==> src/hdl/okhi_pkg.sv <==
// Package for the offset-keyed hash index: field widths, codes, FSM states
// and the command/status structs between controller and datapath.
// No dependencies.
package okhi_pkg;

    // Beat field widths
    localparam int FUNC_W      = 2;
    localparam int KEY_W       = 32;
    localparam int STATUS_W    = 3;
    localparam int ENTRY_NUM_W = 9;
    localparam int PROBE_W     = 11;
    localparam int TOTAL_W     = 32;
    localparam int CFG_W       = 4;

    // Defaults for the top-level parameters
    localparam int DEF_MAX_SLOTS = 1024;
    localparam int DEF_KEY_BITS  = 32;

    // slots_log2 after reset and its lower clamp
    localparam logic [CFG_W-1:0] SLOTS_LOG2_RESET = 4'd10;
    localparam int               MIN_SLOTS_LOG2   = 4;

    // FNV-1a, one key byte per round, low byte first
    localparam logic [31:0] FNV_BASIS   = 32'h811C_9DC5;
    localparam logic [31:0] FNV_PRIME   = 32'h0100_0193;
    localparam int          HASH_ROUNDS = 4;

    typedef enum logic [FUNC_W-1:0] {
        FN_CLEAR  = 2'd0,
        FN_INSERT = 2'd1,
        FN_LOOKUP = 2'd2
    } t_func;

    typedef enum logic [STATUS_W-1:0] {
        ST_CLEARED   = 3'd0,
        ST_INSERTED  = 3'd1,
        ST_DUPLICATE = 3'd2,
        ST_FOUND     = 3'd3,
        ST_NOT_FOUND = 3'd4,
        ST_FULL      = 3'd5
    } t_status;

    typedef enum logic [1:0] {
        ENT_ZERO,
        ENT_NEXT,
        ENT_SLOT
    } t_entry_src;

    typedef enum logic [2:0] {
        S_INIT,
        S_IDLE,
        S_DISPATCH,
        S_WIPE,
        S_HASH,
        S_READ,
        S_CHECK,
        S_DONE
    } t_state;

    typedef struct packed {
        logic       take_item;
        logic       clear_stats;
        logic       wipe_start;
        logic       wipe_write;
        logic       hash_step;
        logic       rd_en;
        logic       slot_write;
        logic       probe_next;
        logic       count_probe;
        logic       set_result;
        t_status    status_code;
        t_entry_src entry_src;
        logic       bump_entry;
        logic       out_load;
    } t_dp_cmd;

    typedef struct packed {
        logic [FUNC_W-1:0] func;
        logic              table_full;
        logic              hash_last;
        logic              slot_empty;
        logic              key_match;
        logic              probe_last;
        logic              wipe_last;
        logic              out_free;
    } t_dp_stat;

endpackage

==> src/hdl/okhi_ctrl.sv <==
// Controller FSM for the hash index: sequences wipe, hash rounds and the
// probe loop. Depends on okhi_pkg (state, command and status types).
module okhi_ctrl (
    input  logic               i_clk,
    input  logic               i_rst_n,
    input  logic               i_in_valid,
    output logic               o_in_ready,
    input  okhi_pkg::t_dp_stat i_stat,
    output okhi_pkg::t_dp_cmd  o_cmd
);
    import okhi_pkg::*;

    t_state r_state;
    t_state n_state;

    always_ff @(posedge i_clk) begin
        if (!i_rst_n) begin
            r_state <= S_INIT;
        end else begin
            r_state <= n_state;
        end
    end

    always_comb begin
        n_state          = r_state;
        o_cmd            = '0;
        o_cmd.status_code = ST_NOT_FOUND;
        o_cmd.entry_src   = ENT_ZERO;
        o_in_ready       = 1'b0;

        case (r_state)
            S_INIT: begin
                o_cmd.wipe_write = 1'b1;
                if (i_stat.wipe_last) begin
                    n_state = S_IDLE;
                end
            end

            S_IDLE: begin
                o_in_ready = 1'b1;
                if (i_in_valid) begin
                    o_cmd.take_item = 1'b1;
                    n_state         = S_DISPATCH;
                end
            end

            S_DISPATCH: begin
                case (i_stat.func)
                    FN_CLEAR: begin
                        o_cmd.clear_stats = 1'b1;
                        o_cmd.wipe_start  = 1'b1;
                        o_cmd.set_result  = 1'b1;
                        o_cmd.status_code = ST_CLEARED;
                        n_state           = S_WIPE;
                    end
                    FN_INSERT: begin
                        if (i_stat.table_full) begin
                            o_cmd.set_result  = 1'b1;
                            o_cmd.status_code = ST_FULL;
                            n_state           = S_DONE;
                        end else begin
                            n_state = S_HASH;
                        end
                    end
                    FN_LOOKUP: begin
                        n_state = S_HASH;
                    end
                    default: begin
                        o_cmd.set_result  = 1'b1;
                        o_cmd.status_code = ST_NOT_FOUND;
                        n_state           = S_DONE;
                    end
                endcase
            end

            S_WIPE: begin
                o_cmd.wipe_write = 1'b1;
                if (i_stat.wipe_last) begin
                    n_state = S_DONE;
                end
            end

            S_HASH: begin
                o_cmd.hash_step = 1'b1;
                if (i_stat.hash_last) begin
                    n_state = S_READ;
                end
            end

            S_READ: begin
                o_cmd.rd_en = 1'b1;
                n_state     = S_CHECK;
            end

            S_CHECK: begin
                if (i_stat.func == FN_INSERT) begin
                    if (i_stat.slot_empty) begin
                        o_cmd.slot_write  = 1'b1;
                        o_cmd.set_result  = 1'b1;
                        o_cmd.status_code = ST_INSERTED;
                        o_cmd.entry_src   = ENT_NEXT;
                        o_cmd.bump_entry  = 1'b1;
                        n_state           = S_DONE;
                    end else if (i_stat.key_match) begin
                        // first entry kept, number still consumed
                        o_cmd.set_result  = 1'b1;
                        o_cmd.status_code = ST_DUPLICATE;
                        o_cmd.entry_src   = ENT_SLOT;
                        o_cmd.bump_entry  = 1'b1;
                        n_state           = S_DONE;
                    end else if (i_stat.probe_last) begin
                        o_cmd.set_result  = 1'b1;
                        o_cmd.status_code = ST_FULL;
                        n_state           = S_DONE;
                    end else begin
                        o_cmd.probe_next = 1'b1;
                        n_state          = S_READ;
                    end
                end else begin
                    if (i_stat.slot_empty) begin
                        o_cmd.set_result  = 1'b1;
                        o_cmd.status_code = ST_NOT_FOUND;
                        n_state           = S_DONE;
                    end else begin
                        o_cmd.count_probe = 1'b1;
                        if (i_stat.key_match) begin
                            o_cmd.set_result  = 1'b1;
                            o_cmd.status_code = ST_FOUND;
                            o_cmd.entry_src   = ENT_SLOT;
                            n_state           = S_DONE;
                        end else if (i_stat.probe_last) begin
                            o_cmd.set_result  = 1'b1;
                            o_cmd.status_code = ST_NOT_FOUND;
                            n_state           = S_DONE;
                        end else begin
                            o_cmd.probe_next = 1'b1;
                            n_state          = S_READ;
                        end
                    end
                end
            end

            S_DONE: begin
                if (i_stat.out_free) begin
                    o_cmd.out_load = 1'b1;
                    n_state        = S_IDLE;
                end
            end

            default: begin
                n_state = S_INIT;
            end
        endcase
    end

endmodule

==> config.mk <==
export PLATFORM = sky130hd
export DESIGN_NAME = okhi_ctrl
export DESIGN_NICKNAME = d
export VERILOG_FILES = /design/src/hdl/okhi_pkg.sv /design/src/hdl/okhi_ctrl.sv
export SDC_FILE = /design/constraint.sdc
export NUM_CORES = 1
export LEC_CHECK = 0
export ABC_AREA = 1
export ABC_CLOCK_PERIOD_IN_PS = 1350
export BUFFER_PORTS_ARGS = -buffer_cell sky130_fd_sc_hd__buf_4
export CORE_AREA = 2 2 39 41
export CTS_CLUSTER_SIZE = 16
export DETAILED_ROUTE_END_ITERATION = 8
export DIE_AREA = 0 0 41 43
export PLACE_DENSITY = 0.67
export SLEW_MARGIN = 10
export SYNTH_ARGS = -nofsm -noshare
export SYNTH_HDL_FRONTEND = slang
export SYNTH_SLANG_ARGS = --single-unit
==> constraint.sdc <==
create_clock -name i_clk -period 1.35 [get_ports i_clk]
set_clock_uncertainty 0.05 [all_clocks]
set_input_delay 0.135 -clock i_clk [delete_from_list [all_inputs] [get_ports i_clk]]
set_output_delay 0.135 -clock i_clk [all_outputs]
set_load 0.02 [all_outputs]
# Yosys cells after proc, flatten, opt, wreduce, memory -nomap -nowiden
# Index checks and enable logic that the tools add are counted.
[word_totals]
regBits = 3
out_inout_bits = 18
elab_cells = 64
[op_classes]
n_reduce_logical = 4
eq_ne = 14
muxes = 45
[ops]
columns = ["operator", "count"]
rows = [
  ["2-to-1 mux 3 bit", 9],
  ["2-to-1 mux 4 bit", 6],
  ["one-hot mux 3 bit (8 select lines)", 1],
  ["2-to-1 mux 1 bit", 16],
  ["2-to-1 mux 2 bit", 8],
  ["== test 3 bit, second input constant", 4],
  ["one-hot mux 4 bit (3 select lines)", 1],
  ["!= test 2 bit, second input constant", 5],
  ["one-hot mux 3 bit (3 select lines)", 1],
  ["one-hot mux 4 bit (2 select lines)", 1],
  ["2-to-1 mux 7 bit", 1],
  ["== test 3 x 2 -> 1 bit, second input constant", 2],
  ["2-to-1 mux 6 bit", 1],
  ["AND reduction 5 bit", 1],
  ["== test 3 x 1 -> 1 bit, second input constant", 1],
  ["logical NOT 3 bit", 1],
  ["== test 2 x 1 -> 1 bit, second input constant", 1],
  ["== test 2 bit, second input constant", 1],
  ["logical NOT 2 bit", 1],
  ["OR reduction 2 bit", 1],
]

# Logic depth before layout (Yosys ltp)
# Gate-level depths: netlist of the first run.
[logic_depth]
depth_word = 5
ltp_mapped = 9
ltp_nobuf = 9

# Worst setup path after synthesis of the first run
# No wires, ideal clock.
[synth_timing]
path_kind = "register to output"
from = "reg r_state[1]"
to = "out o_cmd[15] in the netlist's numbering"
required_time_ns = 1.165
arrival_time_ns = 1.449
path_stages_with_launch = 4
slack_ns = -0.284
cell_sequence = "dfxtp_1 -> nand2_1 -> nor3_1 -> buf_4"
[synth_rtl]
columns = ["item", "line", "source"]
rows = [
  ["start: declaration", "okhi_ctrl.sv:13", "t_state r_state;"],
  ["start signal: assignment", "okhi_ctrl.sv:20", "r_state <= n_state;"],
  ["end: declaration", "okhi_ctrl.sv:9", "output okhi_pkg::t_dp_cmd o_cmd"],
]

==> run_results.csv, run 1 <==
group,metric,value,unit
route,wl_per_cell,10.4,um
power,power_frac_seq,16.7,%
synth,synthCells,82,
clocking,cts_tree,"built",
worst_setup_path,worstPathCellList,"buf_4 -> nor2_2 -> nand3_1 -> o21ai_1 -> buf_4",
clocking,numCtsBuffers,3,
timing,relSlewSlack,84.7,%
job,cap_violations,0,
clocking,clk_pin_slew,0.04,ns
synth,ys_warn_count,0,
worst_setup_path,worst-path-max-fanout,5,
placed_design,place_congestion,0.758,
route,post-route-drc-count,0,
power,swShare,50.3,%
global_route,grt_pass1_vias,569,
placed_design,hpwlAfterDp,1090,um
synth,seq_area_frac_synth,13.3,%
layout,num-nets-final,131,
worst_setup_path,cp_slowest_cell,"dfxtp_2",
route,antenna_left,0,
floorplan,core.rowCount,14,
worst_setup_path,critical-path-max-stage-delay,0.34,ns
placed_design,io_buffer_count,29,
route,routed_wl,1390,um
worst_setup_path,arrival,1.26,ns
power,ir_worst_vdd,1080,uV
timing,grt_setup_unrepaired,"true",
layout,ff_latch_area,68.8,sq um
worst_setup_path,reg2reg_slack,0.09,ns
worst_setup_path,critPathBufInv,2,
worst_setup_path,worst_ep_required_time,1.16,ns
route,dr.pass1.iters,6,
route,via_per_inst,4.90,
floorplan,initial_utilization,32.5,%
power,leakage,0.429,nW
global_route,antenna_found_initial,0,
clocking,cts-root-buf,"clkbuf_4",
layout,multi_input_area,359,sq um
timing,fin_crit_sh,107,%
layout,largest_register_ffs,3,
global_route,grt_max_degree,10,
global_route,grt_use_total,17.2,%
timing,fmax,693,MHz
layout,final_common_cell,"buf_4",
timing,setup_slack,-0.0938,ns
timing,final_hold_viol_count,0,
clocking,insertion_delay,0.24,ns
clocking,cts.sinks,3,
worst_setup_path,endpoint_kind,"primary output",
route,drt_iter0_drc,11,
power,p_int,0.624,mW
timing,fin_setup_tns,-0.377,ns
global_route,grt_pass1_wl,2080,um
timing,drv_slew,0,
layout,syn_to_final_growth,80.0,%
power,p_per_area,1550,nW/um^2
floorplan,die_area,1760,sq um
clocking,clk_path_buf_depth,2,
layout,n_antenna_cell,0,
run_status,status,"complete, but fails checks",
timing,whs,0.108,ns
floorplan,io_pins,30,
layout,n_fill_cell,137,
worst_setup_path,path_delay_family,"flip-flops",
worst_setup_path,path_class,"reg2out",
worst_setup_path,path_common_cell,"buf_4",
synth,synth_seq_cells,3,
run_status,failed_checks,"negative setup slack",
timing,setup_viol,5,
clocking,cts_htree_levels,1,
synth,syn_avg_cell_area,5.49,sq um
layout,final_cell_mix,"buf_4, nand2_1, inv_1",
timing,period_needed,1.44,ns
power,comb_power_share,70.5,%
synth,syn_nets,94,
worst_setup_path,crit_path_start_kind,"register",
layout,fin_area,811,sq um
power,power_switching,0.631,mW
timing,worst_pin_slew,0.226,ns
placed_design,placed_area,711,sq um
global_route,gr-total-overflow,0,
synth,synth_cell_types,19,
worst_hold_path,hold_path_class,"in2reg",
power,clkPwrFrac,12.8,%
floorplan,fp.dieH,43,um
layout,drive_gt1_share,54.2,%
layout,top_register,"r_state",
synth,synthesis.area,450,sq um
layout,reg_top3,"r_state x3",
route,vias,657,
floorplan,coreArea,1380,sq um
floorplan,die_x,41,um
worst reg2reg max path: cells and delay by family, from the launching register on:
family,cells,cell delay (ns)
buffers and inverters,1,0.14
and+or+nand+nor,8,0.61
DFF,1,0.35
area by class of cell:
class	instances	area share, %
multi-input combinational	62	44.3
timing repair buffer	35	33.8
sequential	3	8.49
inverter	14	7.72
clock buffer	4	3.24
tap	16	2.47
synthesized netlist by cell type:
cell type	count	area [sq um]
nor2_1	6	22.5
inv_2	2	7.51
nand3_1	9	45.0
o21ai_0	3	15.0
nand3_2	1	10.0
a21oi_1	2	10.0
nor3_1	6	30.0
a21oi_2	1	8.76
nand2_1	22	82.6
inv_6	1	8.76
buf_4	2	15.0
nor3_2	2	20.0
inv_1	11	41.3
or2_2	1	6.26
buf_6	1	11.3
nand4_1	1	6.26
nand2_2	3	18.8
dfxtp_1	3	60.1
nor2_2	5	31.3
metal layers:
layer  vias up  share of wire (%)  wire length [um]  track usage, %
met5         -                  0                 0               0
met4         0               0.57                 8            4.00
met3         2                 11               150            6.28
met2        33                 52               731            30.6
met1       292                 36               504            17.6
li1        330                  -                 -               -
metrics by stage:
stage / worst slack [ns] / power (mW) / util (%) / cells
detailed placement: 0.00109 / 0.975 / 51.4 / 128
global route: -0.153 / 1.35 / 58.6 / 134
global placement: 0.0419 / 0.963 / 51.4 / 128
CTS: -0.0985 / 1.24 / 56.9 / 134
floorplan: -0.0170 / 0.713 / - / 82
finish: -0.0938 / 1.26 / 58.6 / 134
power by group through the flow:
stage          sequential [mW]  combinational [mW]  clock [mW]
2_1_floorplan            0.179               0.534           0
3_3_place_gp             0.193               0.770           0
3_5_place_dp             0.195               0.780           0
4_1_cts                  0.208               0.865       0.165
5_1_grt                  0.214               0.964       0.171
6_report                 0.209               0.886       0.161
worst paths after layout:
kind	from	endpoint	cells past startpoint
setup / recovery	r_state[2]$_SDFFE_PN0P_	o_cmd[4]	5
hold / removal	i_rst_n	r_state[0]$_SDFFE_PN0P_	3
setup reg to reg	r_state[0]$_SDFFE_PN0P_	r_state[0]$_SDFFE_PN0P_	9
hold reg to reg	r_state[1]$_SDFFE_PN0P_	r_state[1]$_SDFFE_PN0P_	2
cell families (layout without fill, tap and decap cells):
kind of cell           count (synthesis)  count (layout)  synth area share, %
flip-flops                             3               3                 13.3
AND/OR/NAND/NOR                       56              56                 60.6
buffers and inverters                 17              53                 18.6
AO/OA/AOI/OAI                          6               6                 7.50
timing repair:
action / 4_1_cts / 5_1_grt
buffers inserted: 2 / 0
pin swaps: 3 / 1
hold buffers: 0 / 0
endpoints found under the setup margin: 12 / 15
gates resized for setup: 10 / 5
Power figures use the tool's default switching activity.
==> inputs of run 2 (changes only) <==
--- a/config.mk
+++ b/config.mk
@@ -5,7 +5,6 @@
 export SDC_FILE = /design/constraint.sdc
 export NUM_CORES = 1
 export LEC_CHECK = 0
-export ABC_AREA = 1
 export ABC_CLOCK_PERIOD_IN_PS = 1350
 export BUFFER_PORTS_ARGS = -buffer_cell sky130_fd_sc_hd__buf_4
 export CORE_AREA = 2 2 39 41
==> run 2 against run 1 <==
  * The run still ends with negative setup slack left
  * Synthesized cell count down 22%
  * Die area unchanged
  * Highest routed layer unchanged
  * Critical path depth unchanged
  * Design area up 5.1%
  * Flip-flop and latch count unchanged
  * Critical endpoint unchanged
  * Maximum frequency up 3.7%
  * Via count down 12%
  * Non-clock buffer count up 3
  * Cell count down 13%
==> run_results.csv, run 2 <==
group,metric,value,unit
run_status,status,"complete, but fails checks",
run_status,failed_checks,"negative setup slack",
synth,synth_common_cells,"nor2_1, nand2_1, nor3_1",
route,post-route-drc-count,0,
worst_hold_path,hold_depth,2,
layout,final_common_cell,"buf_4",
clocking,insertion_delay,0.24,ns
synth,synth_seq_cells,3,
worst_setup_path,endpoint_kind,"primary output",
floorplan,fp.dieH,43,um
global_route,grt_pass1_vias,528,
clocking,numCtsBuffers,3,
worst_setup_path,reg2reg_depth,5,
worst_setup_path,rr_startpoint,"r_state[2]$_SDFFE_PN0P_",
clocking,cts_htree_levels,1,
power,p_int,0.274,mW
worst_hold_path,hold_path_class,"in2reg",
timing,worst_pin_slew,0.312,ns
worst_setup_path,critical-path-max-stage-delay,0.33,ns
synth,synth_top_area_share,13.2,%
route,drt_iter0_drc,9,
layout,syn_to_final_growth,87.1,%
route,dr.pass1.iters,4,
clocking,cts.sinks,3,
layout,top_register,"r_state",
synth,synth_cell_types,31,
worst_setup_path,r2r-end,"r_state[0]$_SDFFE_PN0P_",
synth,synth_area_leaders,"dfxtp_1, nor2_1, buf_4, mux2i_1, nand3b_4",
synth,ys_warn_count,0,
global_route,grt_use_met2,28.1,%
route,routed_wl,1310,um
synth,yosysTopAreaCell,"dfxtp_1",
power,ir_worst_vdd,436,uV
timing,grt_setup_unrepaired,"true",
timing,drv_slew,0,
worst_setup_path,worst-path-max-fanout,4,
timing,setup_viol,6,
timing,relSlewSlack,78.6,%
global_route,antenna_found_initial,0,
synth,synthCells,64,
worst_setup_path,critPathBufInv,2,
layout,final_cell_mix,"buf_4, nor2_1, buf_6",
worst_setup_path,worstPathCellList,"buf_6 -> nor3b_4 -> nand3_1 -> o21ai_1 -> buf_4",
layout,fin_area,852,sq um
timing,fin_crit_sh,103,%
floorplan,initial_utilization,32.9,%
floorplan,core.rowCount,14,
route,antenna_left,0,
synth,seq_area_frac_synth,13.2,%
clocking,clk_pin_slew,0.04,ns
synth,yosysMostFrequentCell,"nor2_1",
worst_setup_path,worst_ep_required_time,1.16,ns
layout,post-route-util,61.6,%
placed_design,place_congestion,0.769,
worst_hold_path,min_to,"r_state[0]$_SDFFE_PN0P_",
layout,drive_gt1_share,60.4,%
clocking,cts_tree,"built",
worst_setup_path,cp-startpoint,"r_state[0]$_SDFFE_PN0P_",
worst_setup_path,cp_slowest_cell,"dfxtp_2",
global_route,grt_max_degree,10,
layout,n_antenna_cell,0,
global_route,use_met1,21.0,%
timing,setup_slack,-0.0425,ns
clocking,clk_path_buf_depth,2,
synth,synth-async-reset-ratio,0,%
layout,ff_latch_area,68.8,sq um
route,wl_per_cell,11.2,um
worst_setup_path,path_class,"reg2out",
timing,fmax,718,MHz
power,comb_power_share,36.5,%
timing,period_needed,1.39,ns
worst_setup_path,arrival,1.21,ns
global_route,use_met3,1.57,%
placed_design,placed_area,729,sq um
synth,ys.flop_type,"dfxtp_1",
placed_design,hpwlAfterDp,1010,um
layout,n_fill_cell,137,
power,swShare,32.0,%
synth,synthesis.area,455,sq um
timing,final_hold_viol_count,0,
synth,syn_nets,76,
worst_setup_path,cp.depth,5,
worst_setup_path,crit_path_start_kind,"register",
worst_setup_path,reg2reg_slack,0.17,ns
worst_setup_path,path_delay_family,"flip-flops",
layout,reg_top3,"r_state x3",
layout,num-nets-final,114,
layout,multi_input_area,414,sq um
clocking,cts-root-buf,"clkbuf_4",
floorplan,die_area,1760,sq um
floorplan,coreArea,1380,sq um
global_route,grt_pass1_wl,2110,um
power,clkPwrFrac,40.2,%
placed_design,io_buffer_count,29,
synth,synth_edf_count,0,
power,power_frac_seq,23.3,%
layout,largest_register_ffs,3,
power,leakage,0.413,nW
global_route,grt.busiest_layer,"met2",
power,p_per_area,473,nW/um^2
worst_hold_path,hp-start,"i_rst_n",
floorplan,die_x,41,um
global_route,grt_use_total,17.1,%
route,vias,581,
global_route,gr-total-overflow,0,
floorplan,io_pins,30,
job,cap_violations,0,
route,via_per_inst,4.97,
power,power_switching,0.129,mW
synth,syn_avg_cell_area,7.12,sq um
-- run 2: changes by cell type after synthesis, moves of 2 or more --
cell     delta
inv_1       -9
inv_2       -2
mux2i_1     +2
nand2_1    -18
nand2_2     -3
nand3_1     -8
nor2_1      +7
nor2_2      -5
nor3_1      -2
nor3b_1     +2
o21ai_1     +3
o22ai_1     +3
-- run 2: per-stage QoR --
| step | total power, mW | setup slack (ns) | std cells | setup TNS [ns] | hold WS [ns] |
|---|---|---|---|---|---|
| global route | 0.427 | -0.126 | 117 | -0.695 | 0.0989 |
| detailed placement | 0.228 | 0.0722 | 111 | 0 | 0.338 |
| finish | 0.403 | -0.0425 | 117 | -0.129 | 0.0922 |
| CTS | 0.403 | -0.0592 | 117 | -0.200 | 0.0912 |
| global placement | 0.227 | 0.0660 | 111 | 0 | 0.347 |
| floorplan | 0.164 | -0.0307 | 64 | -0.0307 | 0.238 |
-- run 2: final cells by class --
cell class / instances / area share, %
Multi-Input combinational cell: 54 / 48.6
Timing Repair Buffer: 38 / 37.0
Sequential cell: 3 / 8.08
Clock buffer: 4 / 3.08
Tap cell: 16 / 2.35
Inverter: 2 / 0.881
-- run 2: kinds of logic after synthesis --
| family | Yosys count | share of synthesized area (%) |
|---|---|---|
| compound gates | 15 | 21.2 |
| simple gates | 35 | 46.7 |
| xor+xnor | 1 | 1.92 |
| flops | 3 | 13.2 |
| mux | 3 | 6.87 |
| buf+inv | 7 | 10.2 |
-- run 2: how the worst max path moves through the flow --
stage                end  slack, ns
2_1_floorplan  o_cmd[10]      -0.03
3_3_place_gp    o_cmd[6]       0.07
3_5_place_dp    o_cmd[6]       0.07
4_1_cts         o_cmd[4]      -0.06
5_1_grt         o_cmd[4]      -0.13
6_report        o_cmd[4]      -0.04
-- run 2: what timing repair did --
action                     CTS  global route
buffers inserted             2             0
pin swaps                    6             2
gates resized for setup     14             8
hold buffers                 0             0
setup endpoints to repair   17            15
-- run 2: power groups by stage --
stage,logic [mW],clock network (mW),registers (mW)
after floorplan,0.0685,0,0.0953
after global placement,0.131,0,0.0964
after detailed placement,0.132,0,0.0967
after CTS,0.144,0.166,0.0937
after global routing,0.162,0.171,0.0941
final,0.147,0.162,0.0938
-- run 2: layer usage --
| metal | part of all wire [%] | routed length, um | vias to the layer above |
|---|---|---|---|
| met1 | 41 | 534 | 253 |
| li1 | - | - | 301 |
| met5 | 0 | 0 | - |
| met2 | 50 | 652 | 25 |
| met4 | 1.6 | 21 | 0 |
| met3 | 7.7 | 101 | 2 |
-- run 2: worst reg2reg max path: cells and delay by family (launching register included) --
kind	cells	cell delay (ns)
multiplexers	1	0.20
AO/OA/AOI/OAI	2	0.22
AND/OR/NAND/NOR	1	0.05
buffers and inverters	1	0.14
flip-flops	1	0.39
==> inputs of run 3 (changes only) <==
--- a/config.mk
+++ b/config.mk
@@ -8,6 +8,7 @@
 export ABC_CLOCK_PERIOD_IN_PS = 1350
 export BUFFER_PORTS_ARGS = -buffer_cell sky130_fd_sc_hd__buf_4
 export CORE_AREA = 2 2 39 41
+export CTS_BUF_LIST = sky130_fd_sc_hd__clkbuf_8 sky130_fd_sc_hd__clkbuf_16
 export CTS_CLUSTER_SIZE = 16
 export DETAILED_ROUTE_END_ITERATION = 8
 export DIE_AREA = 0 0 41 43
==> run 3 against run 2 <==
  * The run still ends with negative setup slack left
  * Critical path depth is the same
  * Flip-flop and latch count unchanged
  * Clock power grew 57%
  * Maximum frequency grew 1.8%
  * Combinational power barely moved
  * Wire length decreased by 0.76%
  * Setup slack gained 0.025 ns
  * Global-route usage shrank 0.60 points
  * Register-to-register slack about the same
  * Sequential share of layout area is 0.13 points lower
  * Design area up 1.6%
  * Critical path type unchanged
==> run_results.csv, run 3 (synthesized netlist as in run 2, its figures left out) <==
group,metric,value,unit
run_status,status,"complete, but fails checks",
run_status,failed_checks,"negative setup slack",
clocking,clk_pin_slew,0.03,ns
layout,num-nets-final,114,
timing,fmax,731,MHz
route,drt_iter0_drc,8,
worst_setup_path,reg2reg_depth,5,
placed_design,io_buffer_count,29,
worst_hold_path,hp-start,"i_rst_n",
power,p_per_area,572,nW/um^2
clocking,cts.sinks,3,
power,ir_worst_vdd,487,uV
worst_setup_path,endpoint_kind,"primary output",
worst_hold_path,min_to,"r_state[0]$_SDFFE_PN0P_",
worst_hold_path,hold_depth,2,
worst_setup_path,path_class,"reg2out",
clocking,cts_htree_levels,1,
layout,final_common_cell,"buf_4",
power,fin_total_pwr,0.495,mW
floorplan,coreArea,1380,sq um
layout,syn_to_final_growth,90.1,%
timing,drv_slew,0,
floorplan,initial_utilization,32.9,%
worst_setup_path,reg2reg_slack,0.18,ns
worst_hold_path,hold_path_class,"in2reg",
clocking,cts-root-buf,"clkbuf_8",
timing,final_hold_viol_count,0,
worst_setup_path,worst_ep_required_time,1.16,ns
layout,post-route-util,62.6,%
placed_design,place_congestion,0.769,
timing,whs,0.115,ns
route,dr.pass1.iters,4,
timing,grt_setup_unrepaired,"true",
route,vias,585,
worst_setup_path,r2r-end,"r_state[1]$_SDFFE_PN0P_",
worst_setup_path,rr_startpoint,"r_state[0]$_SDFFE_PN0P_",
timing,fin_crit_sh,101,%
route,wl_per_cell,11.1,um
clocking,cts_hold_buffers,0,
clocking,cts_tree,"built",
layout,drive_gt1_share,59.4,%
timing,setup_slack,-0.0173,ns
placed_design,hpwlAfterDp,1010,um
global_route,grt_pass1_wl,2040,um
route,antenna_left,0,
timing,relSlewSlack,78.6,%
global_route,grt_max_degree,10,
timing,fin_setup_tns,-0.0338,ns
timing,setup_viol,3,
clocking,clk_path_buf_depth,2,
worst_setup_path,crit_path_start_kind,"register",
job,cap_violations,0,
floorplan,die_area,1760,sq um
clocking,insertion_delay,0.22,ns
worst_setup_path,cp-startpoint,"r_state[0]$_SDFFE_PN0P_",
route,post-route-drc-count,0,
layout,final_cell_mix,"buf_4, nor2_1, buf_6",
layout,fin_area,866,sq um
global_route,gr-total-overflow,0,
floorplan,core.rowCount,14,
layout,reg_top3,"r_state x3",
worst_setup_path,worst-path-max-fanout,4,
floorplan,io_pins,30,
global_route,antenna_found_initial,0,
floorplan,die_x,41,um
layout,top_register,"r_state",
layout,n_antenna_cell,0,
layout,largest_register_ffs,3,
route,routed_wl,1300,um
global_route,grt_pass1_vias,524,
worst_setup_path,arrival,1.18,ns
global_route,grt_use_total,16.5,%
placed_design,placed_area,729,sq um
floorplan,fp.dieH,43,um
timing,period_needed,1.37,ns
timing,worst_pin_slew,0.312,ns
clocking,numCtsBuffers,3,
power,leakage,0.422,nW
route,via_per_inst,5.00,
==> run 3: cell count changes in the layout (fill, tap and decap cells not counted) <==
cell	before	now
buf_4	31	32
clkbuf_1	1	0
nor3b_2	2	1
clkbuf_4	3	0
nand3_4	0	1
buf_8	1	0
inv_1	1	2
clkbuf_8	0	3
nand3_2	1	0
nor3b_1	0	1
==> run 3: worst max path at each step <==
stage	to	slack, ns
6_report	o_cmd[4]	-0.02
5_1_grt	o_cmd[4]	-0.1
4_1_cts	o_cmd[4]	-0.04
3_3_place_gp	o_cmd[6]	0.07
2_1_floorplan	o_cmd[10]	-0.03
3_5_place_dp	o_cmd[6]	0.07
==> run 3: layout make-up <==
| cell class | count | area, sq um |
|---|---|---|
| Clock inverter | 1 | 3.75 |
| Tap cell | 16 | 20.0 |
| Fill cell | 133 | 518 |
| Sequential cell | 3 | 68.8 |
| Multi-Input combinational cell | 54 | 417 |
| Inverter | 2 | 7.51 |
| Timing Repair Buffer | 38 | 308 |
| Clock buffer | 3 | 41.3 |
==> run 3: power by group <==
group | internal (mW) | switching [mW]
clock | 0.194 | 0.0611
sequential | 0.0894 | 0.00447
combinational | 0.0734 | 0.0733
==> run 3: through the flow <==
step	std cells	worst slack, ns
2_1_floorplan	64	-0.0307
3_3_place_gp	111	0.0660
3_5_place_dp	111	0.0722
4_1_cts	117	-0.0353
5_1_grt	117	-0.0974
6_report	117	-0.0173
==> run 3: per-layer routing <==
| metal | GRT usage [%] | part of all wire (%) |
|---|---|---|
| met5 | 0 | 0 |
| met4 | 8.00 | 1.6 |
| met3 | 1.57 | 7.8 |
| met2 | 27.5 | 50 |
| met1 | 19.7 | 41 |
==> run 3: critical path, cell delays in order, from the launching register on <==
cell     delay, ns
dfxtp_2       0.33
buf_6         0.12
nor3b_4       0.19
nand3_1       0.09
o21ai_1       0.08
buf_4         0.15
==> run 3: repair_timing <==
action / 4_1_cts / 5_1_grt
endpoints found under the setup margin: 15 / 10
gates resized for setup: 14 / 6
endpoints found under the hold margin: 0 / 0
pin swaps: 6 / 2
setup buffers: 2 / 0
